`src/rtl/core/bed_pkg.sv`:
```
// ----------------------------------------------------------------------------
// Backslash escape decoder package
// Shared types, character constants and decode functions.
// ----------------------------------------------------------------------------
`default_nettype none

package bed_pkg;

    localparam logic [1:0] MODE_NORMAL = 2'd0;
    localparam logic [1:0] MODE_ESC    = 2'd1;
    localparam logic [1:0] MODE_HEX1   = 2'd2;
    localparam logic [1:0] MODE_HEX2   = 2'd3;

    localparam logic [7:0] CHAR_BACKSLASH = 8'h5C;
    localparam logic [7:0] CHAR_X         = 8'h78;

    typedef struct packed {
        logic       has_result;
        logic [7:0] out_byte;
        logic       byte_valid;
        logic       bad_escape;
        logic       end_of_string;
    } bed_result_t;

    typedef struct packed {
        logic       ok;
        logic [3:0] value;
    } bed_hex_t;

    function automatic bed_hex_t hex_digit(input logic [7:0] c);
        bed_hex_t h;
        h.ok    = 1'b1;
        h.value = 4'd0;
        if (c >= 8'h30 && c <= 8'h39)
        begin
            h.value = 4'(c - 8'h30);
        end
        else if (c >= 8'h61 && c <= 8'h66)
        begin
            h.value = 4'(c - 8'h57);
        end
        else if (c >= 8'h41 && c <= 8'h46)
        begin
            h.value = 4'(c - 8'h37);
        end
        else
        begin
            h.ok = 1'b0;
        end
        return h;
    endfunction

    function automatic logic [7:0] escape_code(input logic [7:0] c);
        logic [7:0] r;
        unique case (c)
            8'h61:   r = 8'd7;
            8'h62:   r = 8'd8;
            8'h66:   r = 8'd12;
            8'h6E:   r = 8'd10;
            8'h72:   r = 8'd13;
            8'h74:   r = 8'd9;
            8'h76:   r = 8'd11;
            default: r = c;
        endcase
        return r;
    endfunction

endpackage

`default_nettype wire

```
`src/rtl/core/bed_in_stage.sv`:
```
// ----------------------------------------------------------------------------
// Input register
// Holds one accepted transaction until the decode stage advances.
// ----------------------------------------------------------------------------
`default_nettype none

module bed_in_stage (
    input  wire logic       clk,
    input  wire logic       rst_n,
    input  wire logic       item_valid,
    output logic            item_ready,
    input  wire logic [7:0] in_byte,
    input  wire logic       is_end,
    input  wire logic       advance,
    output logic            held_valid,
    output logic [7:0]      held_byte,
    output logic            held_end
);
    logic       valid_reg;
    logic       valid_next;
    logic [7:0] byte_reg;
    logic       end_reg;

    assign item_ready = !valid_reg || advance;

    always_comb
    begin
        valid_next = valid_reg;
        if (item_ready)
        begin
            valid_next = item_valid;
        end
    end

    always_ff @(posedge clk or negedge rst_n)
    begin
        if (!rst_n)
        begin
            valid_reg <= 1'b0;
        end
        else
        begin
            valid_reg <= valid_next;
        end
    end

    always_ff @(posedge clk)
    begin
        if (item_ready && item_valid)
        begin
            byte_reg <= in_byte;
            end_reg  <= is_end;
        end
    end

    assign held_valid = valid_reg;
    assign held_byte  = byte_reg;
    assign held_end   = end_reg;

endmodule

`default_nettype wire

```
`src/rtl/core/bed_decode.sv`:
```
// ----------------------------------------------------------------------------
// Escape decode stage
// Holds the escape mode, pending high nibble and error flag, and forms the
// result of the held byte.
// ----------------------------------------------------------------------------
`default_nettype none

module bed_decode (
    input  wire logic                clk,
    input  wire logic                rst_n,
    input  wire logic                step,
    input  wire logic [7:0]          in_byte,
    input  wire logic                is_end,
    output bed_pkg::bed_result_t     result
);
    import bed_pkg::*;

    logic [1:0] mode_reg;
    logic [1:0] mode_next;
    logic [3:0] nibble_reg;
    logic [3:0] nibble_next;
    logic       err_reg;
    logic       err_next;
    bed_hex_t   hex;

    assign hex = hex_digit(in_byte);

    always_comb
    begin
        result      = '0;
        mode_next   = mode_reg;
        nibble_next = nibble_reg;
        err_next    = err_reg;
        if (is_end)
        begin
            result.has_result    = 1'b1;
            result.end_of_string = 1'b1;
            result.bad_escape    = err_reg || (mode_reg != MODE_NORMAL);
            mode_next            = MODE_NORMAL;
            nibble_next          = 4'd0;
            err_next             = 1'b0;
        end
        else if (!err_reg)
        begin
            unique case (mode_reg)
                MODE_NORMAL:
                begin
                    if (in_byte == CHAR_BACKSLASH)
                    begin
                        mode_next = MODE_ESC;
                    end
                    else
                    begin
                        result.has_result = 1'b1;
                        result.byte_valid = 1'b1;
                        result.out_byte   = in_byte;
                    end
                end
                MODE_ESC:
                begin
                    if (in_byte == CHAR_X)
                    begin
                        mode_next = MODE_HEX1;
                    end
                    else
                    begin
                        mode_next         = MODE_NORMAL;
                        result.has_result = 1'b1;
                        result.byte_valid = 1'b1;
                        result.out_byte   = escape_code(in_byte);
                    end
                end
                MODE_HEX1:
                begin
                    if (hex.ok)
                    begin
                        nibble_next = hex.value;
                        mode_next   = MODE_HEX2;
                    end
                    else
                    begin
                        err_next  = 1'b1;
                        mode_next = MODE_NORMAL;
                    end
                end
                MODE_HEX2:
                begin
                    mode_next = MODE_NORMAL;
                    if (hex.ok)
                    begin
                        result.has_result = 1'b1;
                        result.byte_valid = 1'b1;
                        result.out_byte   = {nibble_reg, hex.value};
                    end
                    else
                    begin
                        err_next = 1'b1;
                    end
                end
                default:
                begin
                    mode_next = MODE_NORMAL;
                end
            endcase
        end
    end

    always_ff @(posedge clk or negedge rst_n)
    begin
        if (!rst_n)
        begin
            mode_reg   <= MODE_NORMAL;
            nibble_reg <= 4'd0;
            err_reg    <= 1'b0;
        end
        else if (step)
        begin
            mode_reg   <= mode_next;
            nibble_reg <= nibble_next;
            err_reg    <= err_next;
        end
    end

`ifndef SYNTHESIS
    a_err_in_normal: assert property (@(posedge clk) disable iff (!rst_n)
        err_reg |-> (mode_reg == MODE_NORMAL))
        else $error("error flag set outside normal mode");
    a_end_clears: assert property (@(posedge clk) disable iff (!rst_n)
        (step && is_end) |=> (mode_reg == MODE_NORMAL && !err_reg))
        else $error("terminator did not clear decode state");
    a_bad_only_end: assert property (@(posedge clk) disable iff (!rst_n)
        result.bad_escape |-> (result.end_of_string && !result.byte_valid))
        else $error("bad escape flagged on a byte result");
    a_drop_after_err: assert property (@(posedge clk) disable iff (!rst_n)
        (err_reg && !is_end) |-> !result.has_result)
        else $error("byte produced after an error");
`endif

endmodule

`default_nettype wire

```
`src/rtl/core/bed_out_stage.sv`:
```
// ----------------------------------------------------------------------------
// Result register
// Holds one decoded result transaction until the receiver takes it.
// ----------------------------------------------------------------------------
`default_nettype none

module bed_out_stage (
    input  wire logic                 clk,
    input  wire logic                 rst_n,
    input  wire logic                 load_valid,
    input  wire bed_pkg::bed_result_t load_result,
    output logic                      advance,
    output logic                      result_valid,
    input  wire logic                 result_ready,
    output logic [7:0]                out_byte,
    output logic                      byte_valid,
    output logic                      bad_escape,
    output logic                      end_of_string
);
    import bed_pkg::*;

    logic        valid_reg;
    logic        valid_next;
    bed_result_t data_reg;

    assign advance = !valid_reg || result_ready;

    always_comb
    begin
        valid_next = valid_reg;
        if (advance)
        begin
            valid_next = load_valid && load_result.has_result;
        end
    end

    always_ff @(posedge clk or negedge rst_n)
    begin
        if (!rst_n)
        begin
            valid_reg <= 1'b0;
        end
        else
        begin
            valid_reg <= valid_next;
        end
    end

    always_ff @(posedge clk)
    begin
        if (advance && load_valid && load_result.has_result)
        begin
            data_reg <= load_result;
        end
    end

    assign result_valid  = valid_reg;
    assign out_byte      = data_reg.out_byte;
    assign byte_valid    = data_reg.byte_valid;
    assign bad_escape    = data_reg.bad_escape;
    assign end_of_string = data_reg.end_of_string;

endmodule

`default_nettype wire

```
`src/rtl/core/backslash_escape_decoder.sv`:
```
// ----------------------------------------------------------------------------
// Backslash escape decoder
// Decodes C-style backslash escapes in a byte stream, one byte per cycle.
//
// The item channel (item_valid/item_ready) carries in_byte and is_end; a
// transaction with is_end high terminates the string. The result channel
// (result_valid/result_ready) carries out_byte, byte_valid, bad_escape and
// end_of_string. Only the last byte of an escape can produce a result, and
// after a malformed hex escape all bytes are dropped until the terminator,
// whose result then reports bad_escape.
// The input register takes an accepted transaction; the decoded result of
// the held transaction is loaded into the result register once that register
// can advance, and a transaction without a result loads nothing. One
// transaction is accepted per cycle as long as the receiver keeps up.
// When result_ready is low with a result waiting, the result register holds
// and an empty input register still takes one more transaction; item_ready
// then falls until the result is taken. Reset empties both registers and
// returns the decoder to normal mode with the error flag clear.
// ----------------------------------------------------------------------------
`default_nettype none

module backslash_escape_decoder (
    input  wire logic       clk,
    input  wire logic       rst_n,
    input  wire logic       item_valid,
    output logic            item_ready,
    input  wire logic [7:0] in_byte,
    input  wire logic       is_end,
    output logic            result_valid,
    input  wire logic       result_ready,
    output logic [7:0]      out_byte,
    output logic            byte_valid,
    output logic            bad_escape,
    output logic            end_of_string
);
    import bed_pkg::*;

    logic        advance;
    logic        held_valid;
    logic [7:0]  held_byte;
    logic        held_end;
    bed_result_t result;

    bed_in_stage u_in_stage (
        .clk        (clk),
        .rst_n      (rst_n),
        .item_valid (item_valid),
        .item_ready (item_ready),
        .in_byte    (in_byte),
        .is_end     (is_end),
        .advance    (advance),
        .held_valid (held_valid),
        .held_byte  (held_byte),
        .held_end   (held_end)
    );

    bed_decode u_decode (
        .clk     (clk),
        .rst_n   (rst_n),
        .step    (held_valid && advance),
        .in_byte (held_byte),
        .is_end  (held_end),
        .result  (result)
    );

    bed_out_stage u_out_stage (
        .clk           (clk),
        .rst_n         (rst_n),
        .load_valid    (held_valid),
        .load_result   (result),
        .advance       (advance),
        .result_valid  (result_valid),
        .result_ready  (result_ready),
        .out_byte      (out_byte),
        .byte_valid    (byte_valid),
        .bad_escape    (bad_escape),
        .end_of_string (end_of_string)
    );

endmodule

`default_nettype wire
```
`config.mk`:
```
export PLATFORM = sky130hd
export DESIGN_NAME = backslash_escape_decoder
export DESIGN_NICKNAME = d
export VERILOG_FILES = /design/src/rtl/core/bed_pkg.sv /design/src/rtl/core/bed_in_stage.sv /design/src/rtl/core/bed_decode.sv /design/src/rtl/core/bed_out_stage.sv /design/src/rtl/core/backslash_escape_decoder.sv
export SDC_FILE = /design/constraint.sdc
export NUM_CORES = 1
export LEC_CHECK = 0
export BUFFER_PORTS_ARGS = -buffer_cell sky130_fd_sc_hd__buf_2
export CAP_MARGIN = 10
export CORE_UTILIZATION = 50
export CTS_BUF_LIST = sky130_fd_sc_hd__clkbuf_2
export DETAILED_ROUTE_END_ITERATION = 6
export PLACE_DENSITY_LB_ADDON = 0.12
export SYNTH_ARGS = -nofsm -noshare
export SYNTH_HDL_FRONTEND = slang
export SYNTH_SLANG_ARGS = --single-unit
```
`constraint.sdc`:
```
create_clock -name clk -period 4.98 [get_ports clk]
set_clock_uncertainty 0.2 [all_clocks]
set_input_delay 0.996 -clock clk [delete_from_list [all_inputs] [get_ports clk]]
set_output_delay 0.996 -clock clk [all_outputs]
set_load 0.05 [all_outputs]
```
Word level (Yosys, flattened, before mapping)
Cells that the tools add are included.
- eq/ne operators: 14
- multiplexer cells: 28
- magnitude comparators: 6
- reduce and logical (&&, ||, !) cells: 20
- $add $sub $neg: 3
- operator list (operator ; number):
    8-bit by 7-bit equality test with 1-bit output, second input constant ; 9
    8-bit one-hot mux with 7 select lines ; 1
    10-bit two-way mux ; 4
    10-bit one-hot mux with 3 select lines ; 1
    4-bit two-way mux ; 7
    8-bit by 7-bit >= comparator with 1-bit output, second input constant ; 2
    8-bit by 7-bit less-or-equal comparator with 1-bit output, second input constant ; 2
    2-bit two-way mux ; 5
    1-bit two-way mux ; 9
    8-bit by 6-bit >= comparator with 1-bit output, second input constant ; 1
    8-bit by 6-bit less-or-equal comparator with 1-bit output, second input constant ; 1
    2-bit one-hot mux with 4 select lines ; 1
    4-bit by 3-bit subtractor with 4-bit output, second input constant ; 2
    1-bit logical AND ; 7
    2-bit nonzero test ; 3
    2-bit equality test, second input constant ; 2
    4-bit AND reduction ; 1
    2-bit OR reduction ; 2
    4-bit by 1-bit subtractor with 4-bit output, second input constant ; 1
    1-bit logical OR ; 3
    3-bit by 2-bit inequality test with 1-bit output, second input constant ; 1
    3-bit AND reduction ; 1
    2-bit by 1-bit equality test with 1-bit output, second input constant ; 1
    1-bit zero test ; 2
    other kinds (2) ; 2
- bits in registers: 29
- output and inout bits: 13
- input port bits: 13
- word-level logic and storage cells: 82

Longest topological paths before layout
- depth after elaboration: 10
- depth in mapped cells: 7
- mapped depth without buffers: 7

Hierarchy
Synthesis repeated with hierarchy kept, for this count alone.
- cells, all modules: 153
- area total of the unflattened synthesis: 1724.2 um^2
- by module, submodules not included (module ; sequential area each (um^2) ; area an instance (um^2) ; cells an instance ; instances):
    bed_decode ; 175.2 ; 1003.5 ; 123 ; 1
    bed_out_stage ; 355.3 ; 390.4 ; 16 ; 1
    bed_in_stage ; 295.3 ; 324.1 ; 13 ; 1
    backslash_escape_decoder ; 0.0 ; 6.3 ; 1 ; 1

Worst setup path after synthesis
Ideal clock, no wire load.
- kind: register to register
- start point: reg u_in_stage.byte_reg[4] (netlist: u_in_stage.held_byte[4])
- end point: reg u_out_stage.data_reg (netlist bit u_out_stage.bad_escape), enable pin
- cell stages (with the launch flop): 8
- path slack: 1.955 ns
- arrival: 2.442 ns
- path buffers: 2
- data required time: 4.398 ns
- clock period less this slack: 3.025 ns
- library setup time: 0.382 ns
- path through: edfxtp_1 > buf_6 > or4b_4 > buf_6 > or3_4 > a21oi_4 > nor3_1 > a21oi_1
- cells in the longest elaborated chain, start to end: 10
- elaborated cells between the ends (all ways): 21
- those cells by class: order compare: 6; eq/ne: 2; mux: 9; reduce/logical: 4
- ends and longest elaborated chain (what ; RTL line ; text):
    from (decl) ; bed_in_stage.sv:21 ; logic [7:0] byte_reg;
    from (signal assigned) ; bed_in_stage.sv:51 ; byte_reg <= in_byte;
    8-bit by 7-bit >= comparator with 1-bit output / 8-bit by 7-bit less-or-equal comparator with 1-bit output (equally long branches) ; bed_pkg.sv:42 ; else if (c >= 8'h41 && c <= 8'h46)
    1-bit logical AND ; bed_pkg.sv:42 ;
    1-bit two-way mux ; bed_pkg.sv:42 ;
    1-bit two-way mux ; bed_pkg.sv:38 ; else if (c >= 8'h61 && c <= 8'h66)
    1-bit two-way mux ; bed_pkg.sv:34 ; if (c >= 8'h30 && c <= 8'h39)
    10-bit two-way mux ; bed_decode.sv:89 ; if (hex.ok)
    10-bit one-hot mux with 3 select lines (*) ; bed_decode.sv:45 ; unique case (mode_reg)
    10-bit two-way mux (*) ; bed_decode.sv:43 ; else if (!err_reg)
    1-bit two-way mux (*) ; bed_decode.sv:34 ; if (is_end)
    1-bit logical AND (*) ; bed_out_stage.sv:51 ; if (advance && load_valid && load_result.has_result)
    to (signal assigned) ; bed_out_stage.sv:53 ; data_reg <= load_result;
    to (decl) ; bed_out_stage.sv:24 ; bed_result_t data_reg;
Every way passes the cells marked *; elsewhere a longest branch is shown, timed or not.
A chain may end at the register's enable or synchronous reset.

Worst setup path after layout
- start point: reg u_in_stage.byte_reg[4] (netlist: u_in_stage.held_byte[4])
- end point: reg u_out_stage.data_reg (netlist bit u_out_stage.end_of_string), enable pin
Same word-level chain as after synthesis.

==> metrics.cfg <==
[pwr]
leakage_uw=0.000748
p_seq_frac=0.573
power_density_nw_per_um2=273
p_sw_uw=169
p_int_uw=347
p_comb_frac=0.211
vdd_drop_max_v=0.000173
switching_share=0.328
p_clk_frac=0.216

[drt]
drt-initial-drc-count=160
dr.pass1.iters=5
dr_total_vias=1443
ant_nets=0
wl_per_cell_um=17.5
vias_per_cell=6.27
drt-total-wl_mm=4.03
drc_errors=0

[logic_synthesis]
yosysWarnings=0
synthCells=162
synth_cell_types=54
synth_area_per_cell_um2=10.6
yosys_register_bits=29
synth_edf_count=20
synth-seq-area-share=0.480
syn_area_um2=1720
syn-num-nets=179
synthArstFlopShare=0.310
ys.flop_type=edfxtp_1

[setup_path]
path_max_fanout=11
critPathMaxStageDelay_ns=0.82
slowest_stage=a21oi_1
endpoint_kind=flip-flop
cp.required_ns=4.76
rrSetupSlack_ns=1.64
cp.arrival_ns=3.12
startpoint_type=flip-flop
path_class=reg2reg
reg2reg_depth=5
rr_startpoint=u_in_stage.held_byte[4]$_DFFE_PP_
critical_path.cell_chain=or4b_4, or3_4, a21oi_4, nor3_1, a21oi_1
r2r-end=u_out_stage.end_of_string$_DFFE_PP_

[sta]
setup_tns_ns=0
period_minus_slack_ns=3.34
finalCritPeriodShare=0.671
hold_viol_final=0
max_clock_freq_mhz=299
finalWorstSetupSlack_ns=1.64
rsz0062_at_grt=false
worstMarginPinSlew_ns=1.00
slew_violations=0
setup_viol=0
slew_headroom=0.332

[status]
outcome=finished, final reports clean

[cts]
cts_setup_buffers=0
clk_pin_slew_ns=0.13
clk-insertion-delay-late_ns=0.35
cts-htree-levels=2
postCtsHoldBufs=0
cts-root-buf=clkbuf_2
cts_buffers=5
cts_tree=yes
cts_buffer_depth=2
cts.sinks=29
post_cts_resized=0

[grt]
grt_use_met3=0.0682
grt_max_degree=17
use_met2=0.361
grt.met1_usage=0.328
grt_pass1_vias=1339
top_usage_layer=met2
grt-ovfl-total=0
grt_pass1_wl_mm=6.33
antenna_found_initial=0
track_usage=0.245

[layout]
num-nets-final=202
antenna_cells=0
drive_gt1_frac=0.210
area_growth_pct=9.82

[floorplan]
die_area_um2=3680
core_area_um2=3150
die_w_um=60.7
start_util=0.546
rows=20
die_h_um=60.7
io_pins=26

[run]
drv_cap=0

[placed_design]
pre_cts_slack_ns=1.67
dp_hpwl_mm=3.04
port_buffers=25
place.gp.congestion=0.974

[min_path]
hold_path.class=in2async

area by class of cell:
type,instances,area [um^2]
sequential,29,826
clock buffer,7,35.0
tap,44,55.1
clock inverter,1,3.75
timing repair buffer,25,125
fill,287,1260
inverter,7,26.3
multi-input combinational,117,818
per-stage QoR:
stage	hold slack [ns]	instances	cell area (um^2)	util	power [uW]
3_5_place_dp	0.294	222	1850	0.587	408
3_3_place_gp	0.295	222	1850	0.587	407
5_1_grt	0.247	230	1890	0.599	539
6_report	0.260	230	1890	0.599	516
2_1_floorplan	0.224	162	1720	-	380
4_1_cts	0.262	230	1890	0.599	517
cell families (layout without fill, tap and decap cells):
| family | after synthesis | after routing | share of synthesized area |
|---|---|---|---|
| muxes | 2 | 2 | 0.0116 |
| DFF | 29 | 29 | 0.480 |
| adders and majority gates | 4 | 4 | 0.0291 |
| xor gates and xnor gates | 2 | 2 | 0.0102 |
| and+or+nand+nor | 61 | 61 | 0.209 |
| buffers and inverters | 16 | 40 | 0.0444 |
| AOI/OAI and AO/OA | 48 | 48 | 0.216 |
critical path, delay by kind of cell (launching register included):
family / cells / cell delay (ns)
DFF: 1 / 0.54
AOI/OAI and AO/OA: 2 / 1.05
and+or+nand+nor: 3 / 1.19
power groups by stage:
stage | combinational [uW] | sequential (uW) | clock (uW)
2_1_floorplan | 53.1 | 327 | 0
3_3_place_gp | 108 | 299 | 0
3_5_place_dp | 108 | 300 | 0
4_1_cts | 108 | 295 | 114
5_1_grt | 116 | 297 | 126
6_report | 109 | 295 | 112
cell usage after synthesis, types with 2 or more instances:
cell type   n  share of area
edfxtp_1   20           0.35
nand2_1    11          0.024
a21oi_1    10          0.029
dfrtp_1     9           0.13
nor2_1      8          0.017
a32o_1      7          0.041
inv_1       7          0.015
clkbuf_1    6          0.013
nor3_1      6          0.017
nand3_1     5          0.015
nor2b_1     5          0.018
o2bb2ai_1   5          0.025
ha_1        4          0.029
o31ai_1     4          0.017
and3_1      3          0.011
nor4_1      3          0.011
a21o_1      2         0.0087
a31oi_1     2         0.0073
and2_1      2         0.0073
buf_6       2          0.013
mux2i_1     2          0.012
nand2b_1    2         0.0073
nand4_1     2         0.0073
o21ai_1     2         0.0058
o22ai_1     2         0.0073
or3_1       2         0.0073
xnor2_1     2          0.010
how the worst max path moves through the flow:
stage | startpoint | to | slack (ns) | cells after the start
CTS | u_in_stage.held_byte[4]$_DFFE_PP_ | u_out_stage.end_of_string$_DFFE_PP_ | 1.66 | 5
global route | u_in_stage.held_byte[0]$_DFFE_PP_ | u_out_stage.end_of_string$_DFFE_PP_ | 1.53 | 7
detailed placement | u_in_stage.held_byte[3]$_DFFE_PP_ | u_out_stage.out_byte[7]$_SDFFCE_PP0P_ | 1.67 | 5
floorplan | u_in_stage.held_byte[4]$_DFFE_PP_ | u_out_stage.bad_escape$_SDFFCE_PN0P_ | 1.96 | 7
global placement | u_in_stage.held_byte[4]$_DFFE_PP_ | u_out_stage.out_byte[2]$_SDFFCE_PP0P_ | 1.81 | 5
finish | u_in_stage.held_byte[4]$_DFFE_PP_ | u_out_stage.end_of_string$_DFFE_PP_ | 1.64 | 5
per-layer routing:
layer | up-vias | part of all wire
met5 | - | 0
met4 | 0 | 0.029
met3 | 12 | 0.089
met2 | 101 | 0.45
met1 | 654 | 0.43
li1 | 676 | -
layout by cell type, fill, tap and decap left out, types with 3 or more instances in the layout:
cell        n
and3_1      3
clkbuf_2    7
nor2_1      8
buf_2      25
edfxtp_1   20
nor2b_1     5
o31ai_1     4
nand2_1    11
a21oi_1    10
o2bb2ai_1   5
nor3_1      6
inv_1       7
dfrtp_1     9
ha_1        4
a32o_1      7
nand3_1     5
nor4_1      3
Power figures use the tool's default switching activity.
